**config.mk**
```make
export PLATFORM = sky130hd
export DESIGN_NAME = rau_controller
export DESIGN_NICKNAME = d
export VERILOG_FILES = /design/src/hw/rtl/rau_pkg.sv /design/src/hw/rtl/rau_controller.sv
export VERILOG_INCLUDE_DIRS = /design/src /design/src/hw/rtl
export SDC_FILE = /design/constraint.sdc
export NUM_CORES = 1
export LEC_CHECK = 0
export ABC_AREA = 0
export BUFFER_PORTS_ARGS = -buffer_cell sky130_fd_sc_hd__buf_2
export CAP_MARGIN = 20
export CORE_MARGIN = 2
export CORE_UTILIZATION = 40
export CTS_BUF_LIST = sky130_fd_sc_hd__clkbuf_8
export DETAILED_ROUTE_END_ITERATION = 7
export GPL_TIMING_DRIVEN = 1
export PLACE_DENSITY = 0.65
export SYNTH_ARGS = -nofsm -noshare
export SYNTH_HDL_FRONTEND = slang
export SYNTH_SLANG_ARGS = --single-unit
```
**constraint.sdc**
```tcl
create_clock -name aclk -period 1.6 [get_ports aclk]
set_input_delay 0.32 -clock aclk [delete_from_list [all_inputs] [get_ports aclk]]
set_output_delay 0.32 -clock aclk [all_outputs]
set_load 0.03 [all_outputs]
```
**src/hw/rtl/rational_arithmetic_unit_defines.svh**
```systemverilog
// Assertion macros shared by the rational arithmetic unit
`ifndef RATIONAL_ARITHMETIC_UNIT_DEFINES_SVH
`define RATIONAL_ARITHMETIC_UNIT_DEFINES_SVH
`ifndef SYNTHESIS
`define RAU_ASSERT_IMP(label, clk, rstn, ante, cons) \
    label: assert property (@(posedge clk) disable iff (!rstn) (ante) |-> (cons)) \
        else $error("rau assertion failed");
`define RAU_ASSERT_NXT(label, clk, rstn, ante, cons) \
    label: assert property (@(posedge clk) disable iff (!rstn) (ante) |=> (cons)) \
        else $error("rau assertion failed");
`else
`define RAU_ASSERT_IMP(label, clk, rstn, ante, cons)
`define RAU_ASSERT_NXT(label, clk, rstn, ante, cons)
`endif
`endif

```
**src/hw/rtl/rau_pkg.sv**
```systemverilog
package rau_pkg;

    localparam int WORD_BITS = 32;
    localparam int IN_BITS   = 128;
    localparam int OUT_BITS  = 72;

    typedef enum logic [3:0] {
        KIND_MAKE = 4'd0,
        KIND_ADD  = 4'd1,
        KIND_SUB  = 4'd2,
        KIND_MUL  = 4'd3,
        KIND_DIV  = 4'd4,
        KIND_EQ   = 4'd5,
        KIND_NE   = 4'd6,
        KIND_LE   = 4'd7,
        KIND_GE   = 4'd8,
        KIND_LT   = 4'd9,
        KIND_GT   = 4'd10
    } kind_t;

    typedef enum logic [1:0] {
        STS_OK       = 2'd0,
        STS_ZERO_DEN = 2'd1,
        STS_OVERFLOW = 2'd2
    } status_t;

    typedef enum logic [3:0] {
        OP_NONE,
        OP_LOAD,
        OP_MUL,
        OP_COMBINE,
        OP_PREP,
        OP_GCD_STEP,
        OP_SCALE,
        OP_DIV_LOAD,
        OP_DIV_STEP,
        OP_WRITE
    } op_t;

    typedef enum logic [3:0] {
        ST_IDLE,
        ST_DECODE,
        ST_MUL0,
        ST_MUL1,
        ST_MUL2,
        ST_COMBINE,
        ST_PREP,
        ST_GCD,
        ST_SCALE,
        ST_DIVLD_N,
        ST_DIV_N,
        ST_DIVLD_D,
        ST_DIV_D,
        ST_WRITE
    } state_t;

    typedef struct packed {
        op_t        op;
        logic [1:0] idx;
        logic       sel;
    } cmd_t;

    typedef struct packed {
        logic early;
        logic is_cmp;
        logic gcd_done;
        logic div_last;
    } sts_t;

endpackage

```
**src/hw/rtl/rau_controller.sv**
```systemverilog
`include "rational_arithmetic_unit_defines.svh"
module rau_controller
    import rau_pkg::*;
(
    input  logic aclk,
    input  logic aresetn,
    input  logic s_tvalid,
    output logic s_tready,
    output logic m_tvalid,
    input  logic m_tready,
    input  sts_t sts,
    output cmd_t cmd
);

    state_t state_reg, state_next;
    logic   m_tvalid_reg, m_tvalid_next;

    always_ff @(posedge aclk) begin
        if (!aresetn) begin
            state_reg    <= ST_IDLE;
            m_tvalid_reg <= 1'b0;
        end else begin
            state_reg    <= state_next;
            m_tvalid_reg <= m_tvalid_next;
        end
    end

    always_comb begin
        state_next    = state_reg;
        cmd           = '{op: OP_NONE, idx: 2'd0, sel: 1'b0};
        m_tvalid_next = m_tvalid_reg && !m_tready;
        unique case (state_reg)
            ST_IDLE: begin
                if (s_tvalid) begin
                    cmd.op     = OP_LOAD;
                    state_next = ST_DECODE;
                end
            end
            ST_DECODE:  state_next = sts.early ? ST_WRITE : ST_MUL0;
            ST_MUL0: begin
                cmd.op     = OP_MUL;
                cmd.idx    = 2'd0;
                state_next = ST_MUL1;
            end
            ST_MUL1: begin
                cmd.op     = OP_MUL;
                cmd.idx    = 2'd1;
                state_next = ST_MUL2;
            end
            ST_MUL2: begin
                cmd.op     = OP_MUL;
                cmd.idx    = 2'd2;
                state_next = ST_COMBINE;
            end
            ST_COMBINE: begin
                cmd.op     = OP_COMBINE;
                state_next = sts.is_cmp ? ST_WRITE : ST_PREP;
            end
            ST_PREP: begin
                cmd.op     = OP_PREP;
                state_next = ST_GCD;
            end
            ST_GCD: begin
                if (sts.gcd_done) begin
                    state_next = ST_SCALE;
                end else begin
                    cmd.op = OP_GCD_STEP;
                end
            end
            ST_SCALE: begin
                cmd.op     = OP_SCALE;
                state_next = ST_DIVLD_N;
            end
            ST_DIVLD_N: begin
                cmd.op     = OP_DIV_LOAD;
                state_next = ST_DIV_N;
            end
            ST_DIV_N: begin
                cmd.op = OP_DIV_STEP;
                if (sts.div_last) begin
                    state_next = ST_DIVLD_D;
                end
            end
            ST_DIVLD_D: begin
                cmd.op     = OP_DIV_LOAD;
                cmd.sel    = 1'b1;
                state_next = ST_DIV_D;
            end
            ST_DIV_D: begin
                cmd.op  = OP_DIV_STEP;
                cmd.sel = 1'b1;
                if (sts.div_last) begin
                    state_next = ST_WRITE;
                end
            end
            ST_WRITE: begin
                if (!m_tvalid_reg || m_tready) begin
                    cmd.op        = OP_WRITE;
                    m_tvalid_next = 1'b1;
                    state_next    = ST_IDLE;
                end
            end
            default: state_next = ST_IDLE;
        endcase
    end

    assign s_tready = state_reg == ST_IDLE;
    assign m_tvalid = m_tvalid_reg;

    `RAU_ASSERT_NXT(a_accept_starts, aclk, aresetn, s_tvalid && s_tready, state_reg == ST_DECODE)
    `RAU_ASSERT_NXT(a_early_skips, aclk, aresetn, state_reg == ST_DECODE && sts.early, state_reg == ST_WRITE)
    `RAU_ASSERT_NXT(a_gcd_exit, aclk, aresetn, state_reg == ST_GCD && sts.gcd_done, state_reg == ST_SCALE)
    `RAU_ASSERT_NXT(a_write_valid, aclk, aresetn, state_reg == ST_WRITE && !m_tvalid_reg, m_tvalid_reg && state_reg == ST_IDLE)

endmodule

```
==> results of run 1 <==
[metal layers]
layer,wire length [µm],vias up,GRT usage
met5,0,-,0
met4,4,0,0.02500
met3,78,2,0.03261
met2,877,25,0.3929
met1,745,326,0.2820
li1,-,344,-
[through the flow]
stage	setup TNS [ns]	cell area, µm²	power, µW
2_1_floorplan	-0.4583	579.3	571.5
4_1_cts	-0.02336	839.6	1026
3_3_place_gp	0	720.7	728.6
6_report	-0.04947	885.9	1078
3_5_place_dp	0	720.7	732.5
5_1_grt	-0.2045	885.9	1140
[power by group]
part           switching (µW)  internal [µW]
registers                44.0            154
logic                     358            295
clock network            62.8            165
[logic make-up after synthesis]
| kind of cell | after synthesis | share of synthesized area |
|---|---|---|
| multiplexers | 2 | 0.03721 |
| AND/OR/NAND/NOR | 29 | 0.2884 |
| AO/OA/AOI/OAI | 27 | 0.3349 |
| buffers and inverters | 14 | 0.1372 |
| flip-flops | 5 | 0.1861 |
| XOR/XNOR | 1 | 0.01628 |
[worst reg2reg max path: cells and delay by family, from the launching register on]
kind	cells	cell delay, ns
flops	1	0.33
buf+inv	2	0.31
compound gates	1	0.30
xor+xnor	1	0.16
mux	1	0.14
simple gates	1	0.12
[cell usage in the layout, fill, tap and decap left out, types with 2 or more instances in the layout]
| cell | instances |
|---|---|
| a21boi_1 | 2 |
| a21oi_1 | 6 |
| a311oi_1 | 2 |
| buf_2 | 10 |
| buf_4 | 19 |
| buf_6 | 2 |
| clkbuf_8 | 3 |
| dfxtp_2 | 2 |
| dfxtp_4 | 3 |
| inv_1 | 3 |
| inv_2 | 2 |
| mux2i_1 | 2 |
| nand2_1 | 5 |
| nand2b_1 | 2 |
| nand3_1 | 3 |
| nor2_1 | 3 |
| nor2_2 | 3 |
| nor2b_4 | 2 |
| nor3b_1 | 2 |
| o21ai_0 | 5 |
[synth_stat cells (2+ instances only)]
cell,number
nand3_1,3
nor3b_1,2
a21oi_1,7
nor2_1,6
buf_2,6
o21ai_0,6
mux2i_1,2
nand2b_1,2
nor2b_1,2
dfxtp_1,5
nor4_1,2
inv_1,3
a311oi_1,2
a21boi_1,2
nand2_1,5
nor3_1,2
[worst min-delay path by stage]
stage	start	end	cells after the start
finish	aresetn	state_reg[0]$_SDFFE_PN0P_	3
global route	aresetn	state_reg[0]$_SDFFE_PN0P_	3
CTS	aresetn	state_reg[0]$_SDFFE_PN0P_	3
detailed placement	m_tvalid$_SDFF_PN0_	m_tvalid$_SDFF_PN0_	2
global placement	m_tvalid$_SDFF_PN0_	m_tvalid$_SDFF_PN0_	2
floorplan	aresetn	state_reg[0]$_SDFFE_PN0P_	2
[final cells by class]
| type | count | area, µm² | share of cell area |
|---|---|---|---|
| clock inverters | 1 | 3.754 | 0.004237 |
| clock buffers | 3 | 41.29 | 0.04661 |
| well taps | 15 | 18.77 | 0.02119 |
| inverters | 5 | 21.27 | 0.02401 |
| repair buffers | 33 | 242.7 | 0.2740 |
| multi-input cells | 59 | 444.2 | 0.5014 |
| flip-flops and latches | 5 | 113.9 | 0.1285 |
[what timing repair did]
item	CTS	global route
pin swaps	3	2
endpoints found under the setup margin	7	6
setup buffers	5	1
resized for setup	15	11
==> results.ini, run 1 <==
[logic_synthesis]
synth_cells=78
async_flop_share=0
ys_ff_latch=5
synth_top_area_share=0.1860
yosysWarningCount=0
yosysTopAreaCell=dfxtp_1
syn_area_per_cell_um2=6.898
netlist_area_um2=538.0
synthFlopType=dfxtp_1
synth.area.top_cells=dfxtp_1, a21oi_1, buf_2
synth_edf_count=0
seq_area_frac_synth=0.1860
syn-num-nets=86
yosysUniqueCellTypes=37

[cells_and_area]
nets=115
stdcell_count=121
n_antenna_cell=0
fin_util=0.6894
largest_register_ffs=4
syn_to_final_growth_pct=64.65
drive_above_1_share=0.5472
fillers=113

[placed_design]
port-buffer-count=16
gp_congestion=0.8871
detailed_place_hpwl_mm=1.166
pre_cts_ws_ns=0.03386
dp.cells=111

[worst_setup_path]
crit_buf_inv=3
r2r-end=state_reg[1]$_SDFFE_PN0P_
end_kind=primary output
critPathLaunch=state_reg[2]$_SDFFE_PN0P_
crit_slowest_cell=dfxtp_2
cp_top_family=buffers and inverters
setup.worst_path.end=cmd[6]
reg2regPathDepth=6
r2r_start=state_reg[2]$_SDFFE_PN0P_
required_ns=1.28
slowest_delay_ns=0.36
r2r_setup_slack_ns=0.11
start_kind=flip-flop
arrival_ns=1.32
path_depth=5
crit_chain=buf_12, buf_4, mux2i_1, nor2_2, clkbuf_4
path_max_fanout=10
critical_path_class=flip-flop to primary output

[floorplan]
core_mm2=0.001285
die_h_um=40.68
row_count=13
io_pins=17
start_util=0.4187
die_x_um=40.68
dieArea_mm2=0.001654

[drt]
drc=0
wl_mm=1.707
vias=697
wl_per_cell_um=14.11
detail-route-antenna-nets=0
viasPerCell=5.760
drtPass1Iterations=4
drtIter0Drc=13

[cts]
cts.sinks=5
cts_root_buf=clkbuf_8
htree_levels=1
clk_pin_slew_ns=0.04
hold_buffers=0
clockBufferDepth=2
cts_tree=done
cts_made_buffers=3
insertion_delay_ns=0.22

[global_routing]
first_global_vias=587
grt-ovfl-total=0
grt_max_degree=14
grt_usage=0.2192
grt_pass1_wl_mm=2.490
antenna_found_initial=0

[timing]
max_slew_margin=0.7851
setup_viol=2
fin_worst_skew_ns=0.0002992
min_period_over_period=1.023
timing_hold_violations_final=0
finalHoldWorstSlack_ns=0.3778
rsz0062_at_grt=yes
worstMarginPinSlew_ns=0.3224
min_period_ns=1.637
slew_viol_final=0
max_freq_ghz=0.6107
layout_setup_ws_ns=-0.03735

[pwr]
peakVddDrop_v=0.0006456
p_per_area_mw_per_mm2=1217
p_leak_uw=0.0003677

[flow_run]
maxCapViolations=0

[status]
outcome=complete, but fails checks
violations=setup timing

[hold_path]
hold_class=input port to flip-flop

Power figures use the tool's default switching activity.
==> run 2: changes to the inputs <==
--- a/config.mk
+++ b/config.mk
@@ -10,11 +10,10 @@
 export BUFFER_PORTS_ARGS = -buffer_cell sky130_fd_sc_hd__buf_2
 export CAP_MARGIN = 20
 export CORE_MARGIN = 2
-export CORE_UTILIZATION = 40
+export CORE_UTILIZATION = 30
 export CTS_BUF_LIST = sky130_fd_sc_hd__clkbuf_8
 export DETAILED_ROUTE_END_ITERATION = 7
 export GPL_TIMING_DRIVEN = 1
-export PLACE_DENSITY = 0.65
 export SYNTH_ARGS = -nofsm -noshare
 export SYNTH_HDL_FRONTEND = slang
 export SYNTH_SLANG_ARGS = --single-unit
==> constraint.sdc (replaced) <==
create_clock -name aclk -period 1.96 [get_ports aclk]
set_input_delay 0.392 -clock aclk [delete_from_list [all_inputs] [get_ports aclk]]
set_output_delay 0.392 -clock aclk [all_outputs]
set_load 0.03 [all_outputs]
==> run 2 against run 1 <==
  * The flow now finishes without violations
  * Non-clock buffer count shrank 12
  * Via count shrank 12%
  * Critical path depth shrank 1
  * Power shrank 34%
  * Core utilization shrank 29 points
  * Die area grew 30%
  * First-iteration DRC count grew 31%
  * Critical path type unchanged
==> results.ini, run 2 (synthesis results as in run 1) <==
[timing]
timing_hold_violations_final=0  ; unchanged
max_slew_margin=0.7166  ; -0.06849
min_period_ns=1.825
worstMarginPinSlew_ns=0.4245  ; +0.1022 ns
setup_viol=0  ; -2
max_freq_ghz=0.5479
slew_viol_final=0  ; unchanged
min_period_over_period=0.9311
setup_tns_ns=0  ; +0.04947 ns
rsz0062_at_grt=no
finalHoldWorstSlack_ns=0.4545  ; +0.07669 ns
fin_worst_skew_ns=0.0005956  ; +0.0002963 ns

[placed_design]
gp_congestion=0.8027  ; -9.5%
placedInstanceArea_um2=634.4  ; -12%
detailed_place_hpwl_mm=1.010  ; -13%
port-buffer-count=16  ; unchanged
dp.cells=115  ; +3.6%

[worst_setup_path]
crit_chain=inv_1, or3_1, a21oi_1, buf_2
crit_slowest_cell=or3_1
cp_top_family=simple AND/OR/NAND/NOR gates
path_depth=4  ; -1
crit_buf_inv=2  ; -1
arrival_ns=1.43  ; +0.11 ns
r2r-end=state_reg[1]$_SDFFE_PN0P_
start_kind=flip-flop
path_max_fanout=8  ; -2
r2r_start=state_reg[3]$_SDFFE_PN0P_
reg2regPathDepth=5  ; -1
end_kind=primary output
critical_path_class=flip-flop to primary output
slowest_delay_ns=0.39  ; +0.03 ns
required_ns=1.57  ; +0.29 ns
r2r_setup_slack_ns=0.38  ; +0.27 ns

[flow_run]
maxCapViolations=0  ; unchanged

[hold_path]
hp-start=aresetn
hold_class=input port to flip-flop
hold_path_depth=3  ; unchanged
holdPathEnd=state_reg[0]$_SDFFE_PN0P_

[floorplan]
dieArea_mm2=0.002148  ; +30%
core_mm2=0.001708  ; +33%
io_pins=17  ; unchanged
die_x_um=46.35  ; +14%
start_util=0.3150  ; -0.1037
die_h_um=46.35  ; +14%
row_count=15  ; +2

[drt]
drtPass1Iterations=4  ; unchanged
detail-route-antenna-nets=0  ; unchanged
wl_per_cell_um=11.87  ; -16%
top_layer=met3
vias=615  ; -12%
drtIter0Drc=17  ; +4
dr_wl_met2_um=673  ; -23%
wl_met3_um=48  ; -38%
viasPerCell=5.168  ; -10%
wl_mm=1.412  ; -17%
drc=0  ; unchanged
wl_met1_um=689  ; -7.5%

[pwr]
p_per_area_mw_per_mm2=1040  ; -15%
p_leak_uw=0.0002850  ; -22%
p_int_uw=390.8  ; -36%
seqPwrFrac=0.236  ; +0.053
pwr-share-comb=0.505  ; -0.101
peakVddDrop_v=0.0003898  ; -40%
p_switching_uw=318.4  ; -31%
total_power_uw=709.2  ; -34%
p_clk_frac=0.259  ; +0.048
switching_share=0.4490  ; +0.01792

[global_routing]
first_global_vias=503  ; -14%
grt_max_degree=20  ; +6
grt_pass1_wl_mm=2.173  ; -13%
grt_usage=0.1404  ; -0.07886
grt-ovfl-total=0  ; unchanged
antenna_found_initial=0  ; unchanged

[cells_and_area]
stdcell_count=119  ; -1.7%
largest_register_ffs=4  ; unchanged
n_antenna_cell=0  ; unchanged
layout_common_cells=buf_2, a21oi_1, nor2_1
nets=103  ; -10%
layout_commonest_cell=buf_2
syn_to_final_growth_pct=26.74
drive_above_1_share=0.3085  ; -0.2387
final_cell_area_um2=681.9  ; -23%

[cts]
hold_buffers=0  ; unchanged
postCtsSetupBuffers=0  ; -5
htree_levels=1  ; unchanged
cts.sinks=5  ; unchanged
clockBufferDepth=2  ; unchanged
insertion_delay_ns=0.22  ; about the same
cts_made_buffers=3  ; unchanged
cts_tree=done
clk_pin_slew_ns=0.03  ; about the same
cts_root_buf=clkbuf_8

[status]
outcome=finished clean

run 2: changes by cell type in the layout (fill, tap and decap cells not counted), sizes merged:
cell    delta
buf       -11
clkbuf     -1
run 2: stage by stage:
step	setup slack [ns]	utilization
floorplan	-0.08192	-
global placement	0.2680	0.3714
detailed placement	0.2659	0.3714
CTS	0.03611	0.3978
global route	0.06426	0.3993
finish	0.1350	0.3993
run 2: what timing repair did:
| item | CTS | global route |
|---|---|---|
| hold endpoints to repair | 0 | 0 |
| setup endpoints to repair | 0 | 4 |
| gates resized for setup | 0 | 2 |
run 2: worst max path at each step:
stage | start | end | slack (ns)
6_report | state_reg[2]$_SDFFE_PN0P_ | cmd[0] | 0.13
3_5_place_dp | state_reg[1]$_SDFFE_PN0P_ | cmd[3] | 0.27
5_1_grt | state_reg[0]$_SDFFE_PN0P_ | cmd[3] | 0.06
3_3_place_gp | state_reg[1]$_SDFFE_PN0P_ | cmd[3] | 0.27
2_1_floorplan | state_reg[1]$_SDFFE_PN0P_ | cmd[2] | -0.08
4_1_cts | state_reg[1]$_SDFFE_PN0P_ | cmd[3] | 0.04
run 2: worst min-delay path, cell delays in order:
cell and delay (ns):
buf_2 0.13, inv_1 0.07, a21oi_1 0.04
run 2: layout make-up:
type                            count  area, µm²
Clock buffer                        3      41.29
Inverter                            5      21.27
Clock inverter                      1      3.754
Sequential cell                     5      102.6
Tap cell                           25      31.28
Multi-Input combinational cell     59      364.1
Fill cell                         182       1026
Timing Repair Buffer               21      117.6
run 2: power by group through the flow:
stage / Sequential (µW) / Clock (µW) / Combinational [µW]
6_report: 168 / 184 / 358
5_1_grt: 171 / 200 / 388
4_1_cts: 163 / 190 / 357
3_5_place_dp: 165 / 0 / 356
3_3_place_gp: 164 / 0 / 358
2_1_floorplan: 124 / 0 / 313
run 2: metal layers:
layer / track usage / vias to the layer above
met5: 0 / -
met4: 0.01714 / 0
li1: - / 319
met1: 0.1772 / 284
met2: 0.2361 / 12
met3: 0.04706 / 0
==> run 3: changes to the inputs <==
--- a/config.mk
+++ b/config.mk
@@ -14,6 +14,8 @@
 export CTS_BUF_LIST = sky130_fd_sc_hd__clkbuf_8
 export DETAILED_ROUTE_END_ITERATION = 7
 export GPL_TIMING_DRIVEN = 1
+export MAX_ROUTING_LAYER = met4
+export RECOVER_POWER = 50
 export SYNTH_ARGS = -nofsm -noshare
 export SYNTH_HDL_FRONTEND = slang
 export SYNTH_SLANG_ARGS = --single-unit
==> run 3 against run 2 <==
  * Power is 0.83% lower
  * Register-to-register slack got worse by 0.11 ns
  * Clock power about the same
  * Worst hold slack got worse by 0.0021 ns
  * Clock skew stayed put
  * Via count up 1.6%
  * Clock-buffer cell count unchanged
  * Core utilization down 0.44 points
  * Largest cell class unchanged
==> results.ini, run 3 (synthesis results as in run 1) <==
[worst_setup_path]
end_kind=primary output
required_ns=1.57  ; about the same
critical_path_class=flip-flop to primary output
arrival_ns=1.45  ; +0.02 ns
slowest_delay_ns=0.40  ; about the same
crit_chain=inv_1, or3_1, a21oi_1, buf_2
crit_slowest_cell=or3_1
path_max_fanout=8  ; unchanged
critPathLaunch=state_reg[2]$_SDFFE_PN0P_
r2r_start=state_reg[3]$_SDFFE_PN0P_
start_kind=flip-flop
reg2regPathDepth=5  ; unchanged

[cts]
htree_levels=1  ; unchanged
cts_root_buf=clkbuf_8
insertion_delay_ns=0.22  ; about the same
cts.sinks=5  ; unchanged
clk_pin_slew_ns=0.03  ; about the same
clockBufferDepth=2  ; unchanged
cts_tree=done
cts_made_buffers=3  ; unchanged
postCtsSetupBuffers=0  ; unchanged

[flow_run]
maxCapViolations=0  ; unchanged

[drt]
vias=625  ; +1.6%
viasPerCell=5.252  ; +1.6%
wl_met1_um=650  ; -5.7%
drc=0  ; unchanged
wl_mm=1.416  ; +0.28%
drtIter0Drc=24  ; +7
detail-route-antenna-nets=0  ; unchanged
drtPass1Iterations=4  ; unchanged
wl_met3_um=80  ; +67%
wl_per_cell_um=11.90  ; +0.28%
top_layer=met3
dr_wl_met2_um=685  ; +1.8%

[status]
outcome=finished clean

[cells_and_area]
fin_util=0.3949  ; -0.004395
n_antenna_cell=0  ; unchanged
layout_commonest_cell=buf_2
drive_above_1_share=0.2660  ; -0.04255
layout_common_cells=buf_2, a21oi_1, nor2_1
largest_register_ffs=4  ; unchanged
stdcell_count=119  ; unchanged
nets=103  ; unchanged
syn_to_final_growth_pct=25.35

[hold_path]
hp-start=aresetn
hold_class=input port to flip-flop
hold_path_depth=3  ; unchanged

[placed_design]
gp_congestion=0.8143  ; +1.4%
dp.cells=115  ; unchanged
detailed_place_hpwl_mm=1.010  ; unchanged
port-buffer-count=16  ; unchanged

[timing]
min_period_ns=1.839  ; +0.01430 ns
max_freq_ghz=0.5437  ; -0.78%
rsz0062_at_grt=no
fin_worst_skew_ns=0.0005956  ; unchanged
max_slew_margin=0.7262  ; +0.009615
timing_hold_violations_final=0  ; unchanged
setup_viol=0  ; unchanged
slew_viol_final=0  ; unchanged
min_period_over_period=0.9384  ; +0.007294
worstMarginPinSlew_ns=0.4101  ; -0.01440 ns

[global_routing]
antenna_found_initial=0  ; unchanged
grt_max_degree=20  ; unchanged
first_global_vias=502  ; -0.20%
grt_pass1_wl_mm=2.187  ; +0.64%
grt_usage=0.1452  ; +0.004850
grt-ovfl-total=0  ; unchanged

[floorplan]
die_x_um=46.35  ; unchanged
io_pins=17  ; unchanged
row_count=15  ; unchanged
core_mm2=0.001708  ; unchanged
die_h_um=46.35  ; unchanged
start_util=0.3150  ; unchanged
dieArea_mm2=0.002148  ; unchanged

[pwr]
p_leak_uw=0.0002689  ; -5.6%
peakVddDrop_v=0.0003898  ; about the same
p_per_area_mw_per_mm2=1043  ; +0.28%

[run 3: metrics by stage]
step                total power, µW  setup TNS [ns]  instance area, µm²  setup WS (ns)  hold slack, ns
global placement              522.5               0               634.4         0.2680          0.5189
finish                        703.4               0               674.4         0.1207          0.4524
CTS                           709.7               0               679.4        0.03611          0.4567
global route                  752.8               0               674.4        0.02040          0.4585
detailed placement            520.7               0               634.4         0.2659          0.5207
floorplan                     437.7         -0.1726               538.0       -0.08192          0.5235
[run 3: what timing repair did]
action | in CTS | in global routing
setup endpoints to repair | 0 | 4
resized for setup | 0 | 2
hold buffers | 0 | 0
[run 3: worst paths after layout]
kind	slack (ns)	end
max reg2reg	0.27	state_reg[1]$_SDFFE_PN0P_
min	0.45	state_reg[0]$_SDFFE_PN0P_
min reg2reg	0.53	m_tvalid$_SDFF_PN0_
max	0.12	cmd[0]
[run 3: critical path, delay by kind of cell (launching register included)]
| family | cells | cell delay, ns |
|---|---|---|
| simple gates | 1 | 0.40 |
| buf+inv | 2 | 0.35 |
| flops | 1 | 0.32 |
| compound gates | 1 | 0.16 |
[run 3: final cells by class]
type                            instances  area, µm²
Timing Repair Buffer                   21      110.1
Fill cell                             187       1033
Inverter                                5      21.27
Clock inverter                          1      3.754
Sequential cell                         5      102.6
Multi-Input combinational cell         59      364.1
Tap cell                               25      31.28
Clock buffer                            3      41.29
[run 3: report_power, final]
group	total [µW]	internal (µW)	switching [µW]
clock	184	134	49.7
combinational	352	129	223
sequential	167	121	46.5
total	703	384	319
[run 3: metal layers]
metal / global-route usage / vias up
li1: - / 320
met1: 0.1818 / 278
met2: 0.2333 / 27
met3: 0.04706 / 0
met4: 0.01714 / 0
met5: - / -
